`src/hw/rtl/ffa_pkg.sv`:
```
// ----------------------------------------------------------------------------
// ffa_pkg
// Shared constants, status codes and arithmetic unit operations for the
// first-fit aligned allocator.
// ----------------------------------------------------------------------------
package ffa_pkg;

    localparam int FREE_SLOTS_DEF  = 32;
    localparam int OWNED_SLOTS_DEF = 64;
    localparam int ADDR_BITS_DEF   = 28;

    localparam longint unsigned REGION_RESET = 64'd268435456;

    localparam int CALC_W_DEF = ((ADDR_BITS_DEF + 1 > 32) ? ADDR_BITS_DEF + 1 : 32) + 2;

    localparam logic OP_ALLOC = 1'b0;
    localparam logic OP_FREE  = 1'b1;

    localparam logic [1:0] ST_OK     = 2'd0;
    localparam logic [1:0] ST_NOFIT  = 2'd1;
    localparam logic [1:0] ST_NOTOWN = 2'd2;
    localparam logic [1:0] ST_FULL   = 2'd3;

    typedef enum logic [1:0] {
        CALC_ADD,
        CALC_SUB,
        CALC_ALIGN
    } t_calc_op;

endpackage

```
`src/hw/rtl/ffa_ram.sv`:
```
// ----------------------------------------------------------------------------
// ffa_ram
// Simple dual-port table: one write port, one read port with registered data.
// ----------------------------------------------------------------------------
module ffa_ram
    import ffa_pkg::*;
#(
    parameter int WIDTH = CALC_W_DEF,
    parameter int DEPTH = FREE_SLOTS_DEF
) (
    input  logic                     i_clk,
    input  logic                     i_we,
    input  logic [$clog2(DEPTH)-1:0] i_waddr,
    input  logic [WIDTH-1:0]         i_wdata,
    input  logic                     i_re,
    input  logic [$clog2(DEPTH)-1:0] i_raddr,
    output logic [WIDTH-1:0]         o_rdata
);

    logic [WIDTH-1:0] r_mem [DEPTH];
    logic [WIDTH-1:0] r_rdata;

    always_ff @(posedge i_clk) begin
        if (i_we) begin
            r_mem[i_waddr] <= i_wdata;
        end
    end

    always_ff @(posedge i_clk) begin
        if (i_re) begin
            r_rdata <= r_mem[i_raddr];
        end
    end

    assign o_rdata = r_rdata;

endmodule

```
`config.mk`:
```
export PLATFORM = sky130hd
export DESIGN_NAME = ffa_ram
export DESIGN_NICKNAME = d
export VERILOG_FILES = /design/src/hw/rtl/ffa_pkg.sv /design/src/hw/rtl/ffa_ram.sv
export SDC_FILE = /design/constraint.sdc
export NUM_CORES = 1
export LEC_CHECK = 0
export CORE_ASPECT_RATIO = 1.75
export CORE_MARGIN = 2
export CORE_UTILIZATION = 60
export CTS_CLUSTER_DIAMETER = 120
export DETAILED_ROUTE_END_ITERATION = 10
export DONT_BUFFER_PORTS = 1
export PLACE_DENSITY_LB_ADDON = 0.25
export RECOVER_POWER = 50
export SYNTH_ARGS = -nofsm -noshare
export SYNTH_HDL_FRONTEND = slang
export SYNTH_SLANG_ARGS = --single-unit
```
`constraint.sdc`:
```
create_clock -name i_clk -period 3.5 [get_ports i_clk]
set_clock_uncertainty 0.1 [all_clocks]
set_input_delay 0.525 -clock i_clk [delete_from_list [all_inputs] [get_ports i_clk]]
set_output_delay 0.525 -clock i_clk [all_outputs]
set_load 0.02 [all_outputs]
```
==> results.md <==
| Group | Metric | Value |
| --- | --- | --- |
| die | Die extent in x | 207 um |
| clock network | Clock tree from TritonCTS | done |
| die | Floorplan die area | 0.0747 mm^2 |
| critical path | Count of cell instances traversed by the critical path | 1 |
| synth | Part of the Yosys area used for sequential elements | 0.775 |
| cells and area | Final nets | 2508 |
| routing | Routed WL per cell | 29.5 um |
| clock network | CTS Root Cell | sky130_fd_sc_hd__clkbuf_16 |
| placed design | Post-detail-place hpwl | 58500 um |
| clock network | Clock insertion delay at the later pin of the skew report | 650 ps |
| critical path | Depth of the worst register-to-register path | 5 |
| worst hold path | Min-Delay Path Depth | 4 |
| synth | Number of cells produced by synthesis | 2399 |
| routing | Pre-antenna DRT Iters | 5 |
| die | Initial Utilization | 0.606 |
| power | Static leakage | 16.4 nW |
| power | Total power density per cell area | 556 mW/mm^2 |
| synth | Number of nets produced by synthesis | 2446 |
| global routing | Wire length of the first global-routing pass | 149000 um |
| die | Number of standard-cell rows in the floorplan | 130 |
| routing | Antenna-violating nets left | 0 |
| routing | Starting DRC count in detailed routing | 2379 |
| die | Placeable Area | 0.0717 mm^2 |
| power | Worst vdd rail ir drop | 0.426 mV |
| sta | Final number of setup-violating endpoints | 0 |
| clock network | Clock Path Buffers | 3 |
| global routing | All-Layer GR Usage | 0.273 |
| synth | Average instance area after synthesis | 18.1 um^2 |
| routing | DRC violations left | 0 |
| sta | Fin. max-slew vios | 1106 |
| routing | Total Wirelength | 102000 um |
| critical path | Setup slack of the most critical reg-to-reg path | 1600 ps |
| critical path | Critical path data arrival time | 2900 ps |
| clock network | Clock slew at the register clock pins of the worst setup and hold paths | 60 ps |
| global routing | Initial antenna violation count | 2 |
| critical path | Worst path bufs/invs | 1 |
| synth | Unique masters post-synth | 24 |
| cells and area | Leading cell type in the layout, fill and taps excluded | sky130_fd_sc_hd__edfxtp_1 |
| synth | Area share of the largest cell type after synthesis | 0.775 |
| global routing | Via count of the first global-routing pass | 22800 |
| placed design | Final GP Congestion | 0.828 |
| cells and area | Post-synthesis to final-layout area growth | 9.94% |
| clock network | Num Clock Sinks | 1122 |
| sta | Setup repair after global routing missed its margin | no |
| sta | Hold Fails Final Rpt | 0 |
| clock network | Post-CTS Setup Inserts | 0 |
| sta | Highest clock frequency the design can meet | 354 MHz |
| clock network | Post-cts hold buffer count | 35 |
| critical path | CP delay by family, top | buffers and inverters |
| cells and area | Core occupancy in the finished layout | 0.666 |
| clock network | Cts bufs inserted | 93 |
| critical path | Maximum fanout encountered on the critical timing path | 34 |
| critical path | CP Data Required Time | 3580 ps |
| critical path | Critical Path, Cell by Cell | clkbuf_1 |
| run status | Run status | complete, but fails checks |
| clock network | Deepest level of the CTS H-tree | 3 |
| sta | Setup TNS after final layout | 0 ps |
| sta | Worst-case headroom to the max-slew limit | -1.24 |
| routing | Vias | 22300 |
| routing | Detailed-route vias per instance | 6.43 |
| sta | Final period utilization | 0.806 |
| global routing | Remaining Overflow, GRT | 0 |
| synth | Number of register bits inferred by synthesis | 1122 |
| critical path | Startpoint types | input port |
| worst hold path | Worst min-delay path class | input port to register |
| sta | Final period demand of the worst path | 2820 ps |
| critical path | Critical Setup Path Class | input port to register |
| critical path | CP peak stage delay | 2320 ps |
| placed design | Count of input and output buffers | 0 |
| synth | Post-synthesis instance area | 0.0434 mm^2 |
| cells and area | Most frequent cells in the layout | sky130_fd_sc_hd__edfxtp_1, sky130_fd_sc_hd__mux2i_1, sky130_fd_sc_hd__nand3_1 |
| synth | Synth area leaders | sky130_fd_sc_hd__edfxtp_1, sky130_fd_sc_hd__mux2i_1, sky130_fd_sc_hd__a22oi_1 |
| sta | Worst slew pin tran | 3360 ps |
| die | Die Span Y | 360 um |
| critical path | Cell at the slowest stage of the critical path | sky130_fd_sc_hd__clkbuf_1 |
| cells and area | Proportion of layout cells with a drive suffix above 1 | 0.0856 |
| synth | Yosys top cell by area | sky130_fd_sc_hd__edfxtp_1 |
| critical path | Nature of the critical path endpoint | register |
| clock network | Resized Gates After CTS | 0 |
| global routing | Maximum number of pins on one net before global-route repair | 545 |
| run status | Violations in the final reports | capacitance limit, slew limit |
| synth | Warning count from the yosys run | 0 |
| run | Max-cap violations | 32 |
| die | I/O pin cnt | 81 |
-- synth_stat cells --
cell,instances
sky130_fd_sc_hd__or3_1,1
sky130_fd_sc_hd__nand3_1,104
sky130_fd_sc_hd__nor2_1,33
sky130_fd_sc_hd__nand3b_1,5
sky130_fd_sc_hd__edfxtp_1,1122
sky130_fd_sc_hd__buf_2,39
sky130_fd_sc_hd__nand2_1,104
sky130_fd_sc_hd__a31oi_1,34
sky130_fd_sc_hd__buf_8,8
sky130_fd_sc_hd__a22oi_1,102
sky130_fd_sc_hd__clkbuf_1,30
sky130_fd_sc_hd__nand2b_1,2
sky130_fd_sc_hd__or2_2,1
sky130_fd_sc_hd__buf_1,10
sky130_fd_sc_hd__nor2_4,1
sky130_fd_sc_hd__nor3_1,34
sky130_fd_sc_hd__a21oi_1,102
sky130_fd_sc_hd__and2_1,1
sky130_fd_sc_hd__nor2b_1,2
sky130_fd_sc_hd__or3b_2,3
sky130_fd_sc_hd__buf_6,18
sky130_fd_sc_hd__buf_4,31
sky130_fd_sc_hd__mux2i_1,544
sky130_fd_sc_hd__a22o_1,68
-- power by group --
group	internal, mW	total [mW]	leakage (nW)	switching [mW]
sequential	15.0	15.1	10.1	0.132
combinational	0.449	1.18	4.82	0.731
clock	5.66	10.2	1.43	4.58
total	21.1	26.6	16.4	5.45
-- metal layers --
layer / vias up / track usage / wire length, um
met1: 11500 / 0.324 / 36700
met2: 863 / 0.489 / 54600
met5: - / 0 / 7
met3: 234 / 0.0421 / 6190
met4: 2 / 0.125 / 4660
li1: 9674 / - / -
-- flip-flops by register name, summed over array words and instances, names as in the netlist --
register and flops:
o_rdata 34, r_mem 1088
-- final timing paths --
check | from | endpoint
min | i_raddr[0] | o_rdata[11]
max | i_re | o_rdata[17]
max reg2reg | r_mem[2][24] | o_rdata[24]
min reg2reg | r_mem[26][15] | o_rdata[15]
-- layout make-up --
class	instances	area (um^2)
diodes	1	2.50
clock buffers	112	2440
clock inverters	57	538
fillers	4654	24000
multi-input cells	1141	8960
flip-flops and latches	1122	33700
well taps	924	1160
repair buffers	103	975
-- metrics by stage --
stage / hold slack, ps / total power, mW / area, um^2 / setup WS [ps] / instances
after CTS: 54.3 / 26.7 / 48300 / 1420 / 3459
after global routing: 225 / 27.2 / 47800 / 706 / 3459
after global placement: 526 / 16.3 / 44800 / 750 / 3255
after floorplan: 524 / 16.2 / 43400 / 354 / 2399
final: 221 / 26.6 / 47800 / 678 / 3460
after detailed placement: 526 / 16.3 / 44800 / 725 / 3255
-- logic make-up (layout without fill, tap and decap cells) --
logic type,after synthesis,in the layout,share of synthesized area
compound gates,306,306,0.0480
buf+inv,136,272,0.0207
flops,1122,1122,0.775
mux,544,544,0.125
other cells,0,1,0
simple gates,291,291,0.0305
(Power assumes the default switching activity.)
