## src/hw/rtl/ffa_pkg.sv

```systemverilog
// ----------------------------------------------------------------------------
// ffa_pkg
// Shared constants, status codes and arithmetic unit operations for the
// first-fit aligned allocator.
// ----------------------------------------------------------------------------
package ffa_pkg;

    localparam int FREE_SLOTS_DEF  = 32;
    localparam int OWNED_SLOTS_DEF = 64;
    localparam int ADDR_BITS_DEF   = 28;

    localparam longint unsigned REGION_RESET = 64'd268435456;

    localparam int CALC_W_DEF = ((ADDR_BITS_DEF + 1 > 32) ? ADDR_BITS_DEF + 1 : 32) + 2;

    localparam logic OP_ALLOC = 1'b0;
    localparam logic OP_FREE  = 1'b1;

    localparam logic [1:0] ST_OK     = 2'd0;
    localparam logic [1:0] ST_NOFIT  = 2'd1;
    localparam logic [1:0] ST_NOTOWN = 2'd2;
    localparam logic [1:0] ST_FULL   = 2'd3;

    typedef enum logic [1:0] {
        CALC_ADD,
        CALC_SUB,
        CALC_ALIGN
    } t_calc_op;

endpackage

```

## src/hw/rtl/ffa_calc.sv

```systemverilog
// ----------------------------------------------------------------------------
// ffa_calc
// Shared adder for the fit test: add, subtract with borrow-out compare, and
// round-up to an alignment mask.
// ----------------------------------------------------------------------------
module ffa_calc
    import ffa_pkg::*;
#(
    parameter int CALC_W = CALC_W_DEF
) (
    input  t_calc_op          i_op,
    input  logic [CALC_W-1:0] i_x,
    input  logic [CALC_W-1:0] i_y,
    output logic [CALC_W-1:0] o_res,
    output logic              o_ge
);

    logic [CALC_W-1:0] y_eff;
    logic              cin;
    logic [CALC_W:0]   sum;

    always_comb begin
        y_eff = i_y;
        cin   = 1'b0;
        case (i_op)
            CALC_SUB: begin
                y_eff = ~i_y;
                cin   = 1'b1;
            end
            default: begin
                y_eff = i_y;
                cin   = 1'b0;
            end
        endcase
        sum = {1'b0, i_x} + {1'b0, y_eff} + (CALC_W+1)'(cin);
    end

    always_comb begin
        case (i_op)
            CALC_ALIGN: o_res = sum[CALC_W-1:0] & ~i_y;
            default:    o_res = sum[CALC_W-1:0];
        endcase
    end

    assign o_ge = sum[CALC_W];

endmodule

```

## config.mk

```make
export PLATFORM = sky130hd
export DESIGN_NAME = ffa_calc
export DESIGN_NICKNAME = d
export VERILOG_FILES = /design/src/hw/rtl/ffa_pkg.sv /design/src/hw/rtl/ffa_calc.sv
export SDC_FILE = /design/constraint.sdc
export NUM_CORES = 1
export LEC_CHECK = 0
export BUFFER_PORTS_ARGS = -buffer_cell sky130_fd_sc_hd__buf_4
export CAP_MARGIN = 10
export CORE_MARGIN = 2
export CORE_UTILIZATION = 39
export DETAILED_ROUTE_END_ITERATION = 10
export GPL_ROUTABILITY_DRIVEN = 0
export PLACE_DENSITY_LB_ADDON = 0.08
export REMOVE_ABC_BUFFERS = 1
export SYNTH_ARGS = -nofsm -noshare
export SYNTH_HDL_FRONTEND = slang
export SYNTH_SLANG_ARGS = --single-unit
```

## constraint.sdc

```tcl
create_clock -name vclk -period 7.97
set_input_delay 1.1955 -clock vclk [all_inputs]
set_output_delay 1.1955 -clock vclk [all_outputs]
set_load 0.03 [all_outputs]
```

==> out/qor.yml, run 1 <==
synthesis:
  synth.largest_area_cell: "ha_1"
  synth_cell_types: 51
  synth_warnings: 0
  synth.area.top_cells: "ha_1 (17%), xnor2_1 (15%), a21oi_1 (14%)"
  ys_seq_area_share_pct: 0
  synth_cells: 377
  synth.avg_cell_area_um2: 6.72
  synth_top_cell_area_share_pct: 16.8
  synth_commonest_cells: "a21oi_1 (69), xnor2_1 (43), nand2_1 (39), ha_1 (34)"
  synth_most_common_cell: "a21oi_1"
  syn_area_um2: 2530
setup_path:
  critPathBufInv: 2
  cp_common_cell: "buf_4"
  crit_chain: "buf_4, or2b_2, xnor2_1, fa_1, a21oi_1, o211ai_2, nand2b_1, o31ai_1, a41oi_1, nor3b_1, nor3_1, buf_4"
  critPathRequiredTime_ns: 6.77
  crit_path_top_delay_cell: "o31ai_1"
  cp_slowest_stage_delay_ns: 0.69
  cp_max_fo: 34
  crit_arrival_ns: 4.90
  cp_top_family: "compound AO/OA/AOI/OAI gates"
  end_kind: "primary output"
  crit_path_start_kind: "input pin"
  worstSetupPathType: "input pin to primary output"
sta:
  finalSetupTns_ns: 0
  fmaxAchievable_mhz: 164
  worstMarginPinSlew_ns: 0.986
  finalCritPeriodShare_pct: 76.5
  period_minus_slack_ns: 6.10
  setup_viol: 0
  setup_slack_ns: 1.87
  rsz0062_at_grt: "false"
  slew_viol_final: 0
  final_hold_viol_count: 0
  maxSlewHeadroom_pct: 34.2
pwr:
  power.density_nw_per_um2: 157
  power_mw: 0.527
  peakVddDrop_mv: 0.0872
  p_leak_nw: 1.55
grt:
  antenna_found_initial: 0
  grtUsageTotal_pct: 20.2
  grt_max_degree: 38
  overflow: 0
  grt_pass1_vias: 2918
  grt_pass1_wl_um: 12700
floorplan:
  die_area_um2: 7160
  ios: 105
  coreArea_um2: 6310
  chipHeight_um: 84.6
  die_w_um: 84.6
  fp-row-count: 29
  start_util_pct: 40.2
drt:
  antenna_left: 0
  wl_um: 7510
  viasPerCell: 5.61
  drc: 0
  dr.pass1.iters: 4
  drtIter0Drc: 95
  vias: 3046
  wire_per_inst_um: 13.8
placement:
  hpwl_um: 6200
  io_buffers: 105
  dpl-instance-area_um2: 3360
  pre_cts_ws_ns: 1.90
cts:
  cts_setup_buffers: 0
  cts.repair.resized: 0
  cts_hold_buf: 0
finish:
  num-clock-buffers: 0
  regArea_um2: 0
  num_antenna_cells: 0
  layout.nets: 573
  drive_gt1_share_pct: 25.5
  syn2layout_area_growth_pct: 32.7
  seq_cells: 0
  final_area_um2: 3360
hold_path:
  min_path_type: "input pin to primary output"
flow_run:
  maxCapViolations: 0
run_status:
  outcome: "complete, no violations"
[routing by layer]
layer  part of all wire [%]  track usage, %  vias up
li1                       -               -     1563
met2                     46            34.9       81
met4                    1.5            3.90        0
met5                      0               0        -
met1                     46            27.3     1390
met3                    6.0            2.06       12
[placed cells by master (no fill, tap or decap), types with 3 or more instances in the layout]
cell type  instances
nand2_1           39
nor3_1             7
a21boi_0           5
o21ai_0           25
and2_1             3
nor2_1            25
a31oi_1            4
nand3_1            7
o211ai_1           3
ha_1              34
a21oi_1           69
a21o_1            15
nor2b_1            4
xnor2_1           43
inv_1              8
xor2_1            16
nand2b_1           3
nand4_1           10
buf_4            106
o21bai_1           5
[cell type report]
class,count,area (µm²)
timing repair buffer,106,796
inverter,8,30.0
tap,77,96.3
fill,665,2950
multi-input combinational,352,2440
[report_power, final]
part           internal [mW]  switching, mW
Sequential                 0              0
Combinational          0.211          0.316
Clock                      0              0
[kinds of logic after synthesis]
kind of cell | count (synthesis) | synth area share, %
xor gates and xnor gates | 59 | 20.4
muxes | 3 | 1.28
adders and majority gates | 35 | 17.6
and+or+nand+nor | 109 | 20.4
buffers and inverters | 25 | 3.70
AOI/OAI and AO/OA | 146 | 36.6
[final timing paths]
check	endpoint	startpoint	depth (start not counted)	slack (ns)
max	o_res[30]	i_op[1]	12	1.87
min	o_res[14]	i_y[14]	3	2.69
[tightest hold or removal path: cells and delay by family]
| kind | cells | cell delay, ns |
|---|---|---|
| AO/OA/AOI/OAI | 1 | 0.05 |
| buffers and inverters | 2 | 0.25 |
[per-stage QoR]
step                instances  utilization, %  hold WS [ns]
floorplan                 360               -          2.57
global route              543            53.3          2.70
CTS                       543            53.3          2.69
global placement          543            53.3          2.69
detailed placement        543            53.3          2.69
finish                    543            53.3          2.69
Power figures use the tool's default switching activity.
==> run 2, diff against run 1 <==
ABC_AREA = 1   (was not set)
clock period = 5.81 ns   (was 7.97 ns; I/O delays follow)
==> run 2 against run 1 <==
Setup slack worse by 0.43 ns. Utilization is 0.73 points lower. Design area is 13% higher. Largest power group unchanged.
==> out/qor.yml, run 2 <==
run_status:
  outcome: "complete, no violations"  # unchanged
setup_path:
  cp_max_fo: 35  # was 34
  end_kind: "primary output"  # unchanged
  crit_path_start_kind: "input pin"  # unchanged
  critPathRequiredTime_ns: 4.94  # was 6.77 ns
  worstSetupPathType: "input pin to primary output"  # unchanged
  crit_arrival_ns: 3.50  # was 4.90 ns
synthesis:
  synth_warnings: 0  # unchanged
  synth.avg_cell_area_um2: 5.42  # was 6.72 µm²
  syn_area_um2: 2920  # was 2530 µm²
  yosys.area_share.xor_xnor_pct: 14.7  # was 20.4%
  synth.area.top_cells: "nand2_1 (16%), ha_1 (15%), inv_1 (11%)"  # was ha_1 (17%), xnor2_1 (15%), a21oi_1 (14%)
  ys_seq_area_share_pct: 0  # unchanged
  synth_mux_area_share_pct: 0  # was 1.28%
  synth_compound_area_share_pct: 18.4  # was 36.6%
  synth-simple-area-share_pct: 38.7  # was 20.4%
  synth_most_common_cell: "nand2_1"  # was a21oi_1
  synth_cells: 539  # was 377
  synth_commonest_cells: "nand2_1 (127), inv_1 (86), a21oi_1 (62), nor2_1 (60), ha_1 (34)"  # was a21oi_1 (69), xnor2_1 (43), nand2_1 (39), ha_1 (34)
  synth_top_cell_area_share_pct: 16.3  # was 16.8%
  synth.largest_area_cell: "nand2_1"  # was ha_1
  synth_top_family_by_area: "simple AND/OR/NAND/NOR gates"  # was compound AO/OA/AOI/OAI gates
  synthAdderAreaFrac_pct: 15.3  # was 17.6%
  synth_cell_types: 31  # was 51
finish:
  num-clock-buffers: 0  # unchanged
  final_common_cell: "nand2_1"  # was buf_4
  nFillCells: 837  # was 665
  drive_gt1_share_pct: 22.4  # was 25.5%
  num_antenna_cells: 0  # unchanged
  layout_common_cells: "nand2_1 (127), buf_4 (106), inv_1 (86)"  # was buf_4 (106), a21oi_1 (69), xnor2_1 (43)
  postLayoutCoreUtil_pct: 52.6  # was 53.3%
  final_area_um2: 3810  # was 3360 µm²
  layout.nets: 746  # was 573
  regArea_um2: 0  # unchanged
  multi_input_area_um2: 2540  # was 2440 µm²
  syn2layout_area_growth_pct: 30.5  # was 32.7%
  seq_cells: 0  # unchanged
drt:
  wire_per_inst_um: 12.3  # was 13.8 µm
  viasPerCell: 4.86  # was 5.61
  vias: 3587  # was 3046
  dr.pass1.iters: 5  # was 4
  drtIter0Drc: 190  # was 95
  wl_um: 9090  # was 7510 µm
  antenna_left: 0  # unchanged
  drc: 0  # unchanged
sta:
  finalCritPeriodShare_pct: 75.2
  fmaxAchievable_mhz: 229
  period_minus_slack_ns: 4.37
  final_hold_viol_count: 0  # unchanged
  setup_slack_ns: 1.44  # was 1.87 ns
  maxSlewHeadroom_pct: 60.7  # was 34.2%
  setup_viol: 0  # unchanged
  slew_viol_final: 0  # unchanged
  finalSetupTns_ns: 0  # unchanged
  rsz0062_at_grt: "false"  # unchanged
  worstMarginPinSlew_ns: 0.589  # was 0.986 ns
floorplan:
  coreArea_um2: 7250  # was 6310 µm²
  start_util_pct: 40.3  # was 40.2%
  chipHeight_um: 90.5  # was 84.6 µm
  die_w_um: 90.5  # was 84.6 µm
  die_area_um2: 8200  # was 7160 µm²
  fp-row-count: 31  # was 29
  ios: 105  # unchanged
grt:
  grtUsageTotal_pct: 21.3  # was 20.2%
  grt_pass1_vias: 3357  # was 2918
  grt_max_degree: 36  # was 38
  grt_pass1_wl_um: 15100  # was 12700 µm
  overflow: 0  # unchanged
  antenna_found_initial: 0  # unchanged
pwr:
  p_leak_nw: 2.02  # was 1.55 nW
  peakVddDrop_mv: 0.0896  # was 0.0872 mV
  power.density_nw_per_um2: 191  # was 157 nW/µm²
placement:
  hpwl_um: 7830  # was 6200 µm
  io_buffers: 105  # unchanged
  dpl-instance-area_um2: 3810  # was 3360 µm²
  pre_cts_ws_ns: 1.45  # was 1.90 ns
cts:
  cts.repair.resized: 0  # unchanged
  cts_hold_buf: 0  # unchanged
  cts_setup_buffers: 0  # unchanged
flow_run:
  maxCapViolations: 0  # unchanged
hold_path:
  min_path_type: "input pin to primary output"  # unchanged
==> run 2: cell count changes in the layout (fill, tap and decap cells not counted), moves of 8 or more <==
cell,delta
a21o_1,-15
nand2_2,+13
o21ai_0,-8
nand2_1,+88
inv_1,+78
nor2_1,+35
xnor2_1,-15
nand3_1,+22
==> run 2: area by class of cell <==
class / instances / area share, %
multi-input cells: 440 / 66.7
well taps: 99 / 3.25
repair buffers: 106 / 20.9
inverters: 93 / 9.16
==> run 2: worst max-delay path, stage by stage <==
cell	delay [ns]
buf_4	0.11
inv_1	0.10
nand2_4	0.33
xor2_1	0.30
fa_1	0.47
nand2_1	0.07
nand3_1	0.08
nand3b_1	0.09
nand2_1	0.09
a21oi_1	0.35
inv_1	0.07
nand2_1	0.09
nand3_1	0.10
a21oi_2	0.18
buf_4	0.18
==> run 2: cell families (layout without fill, tap and decap cells) <==
group,Yosys count,after routing
AO/OA/AOI/OAI,99,99
XOR/XNOR,49,49
adder cells (fa/ha/maj),35,35
buffers and inverters,99,199
AND/OR/NAND/NOR,257,257
==> run 2: power by group <==
part / switching, mW / internal, mW
clock network: 0 / 0
registers: 0 / 0
logic: 0.452 / 0.274
total: 0.452 / 0.274
==> run 2: path summary, 6_finish.rpt <==
| check | start | to | slack (ns) | depth (start not counted) |
|---|---|---|---|---|
| setup / recovery | i_op[1] | o_res[26] | 1.44 | 15 |
| hold / removal | i_y[2] | o_res[2] | 2.04 | 3 |
==> run 2: stage by stage <==
step           hold slack [ns]  power, mW  instances
2_1_floorplan             1.92      0.494        533
3_3_place_gp              2.04      0.720        738
3_5_place_dp              2.04      0.723        738
4_1_cts                   2.04      0.726        738
5_1_grt                   2.05      0.796        738
6_report                  2.04      0.727        738
==> run 2: layer usage <==
metal | vias to the layer above | GRT usage (%) | wire length [µm]
met5 | - | 0 | 0
li1 | 1914 | - | -
met2 | 110 | 36.4 | 3890
met4 | 0 | 0.897 | 50
met3 | 4 | 1.17 | 543
met1 | 1559 | 30.9 | 4600
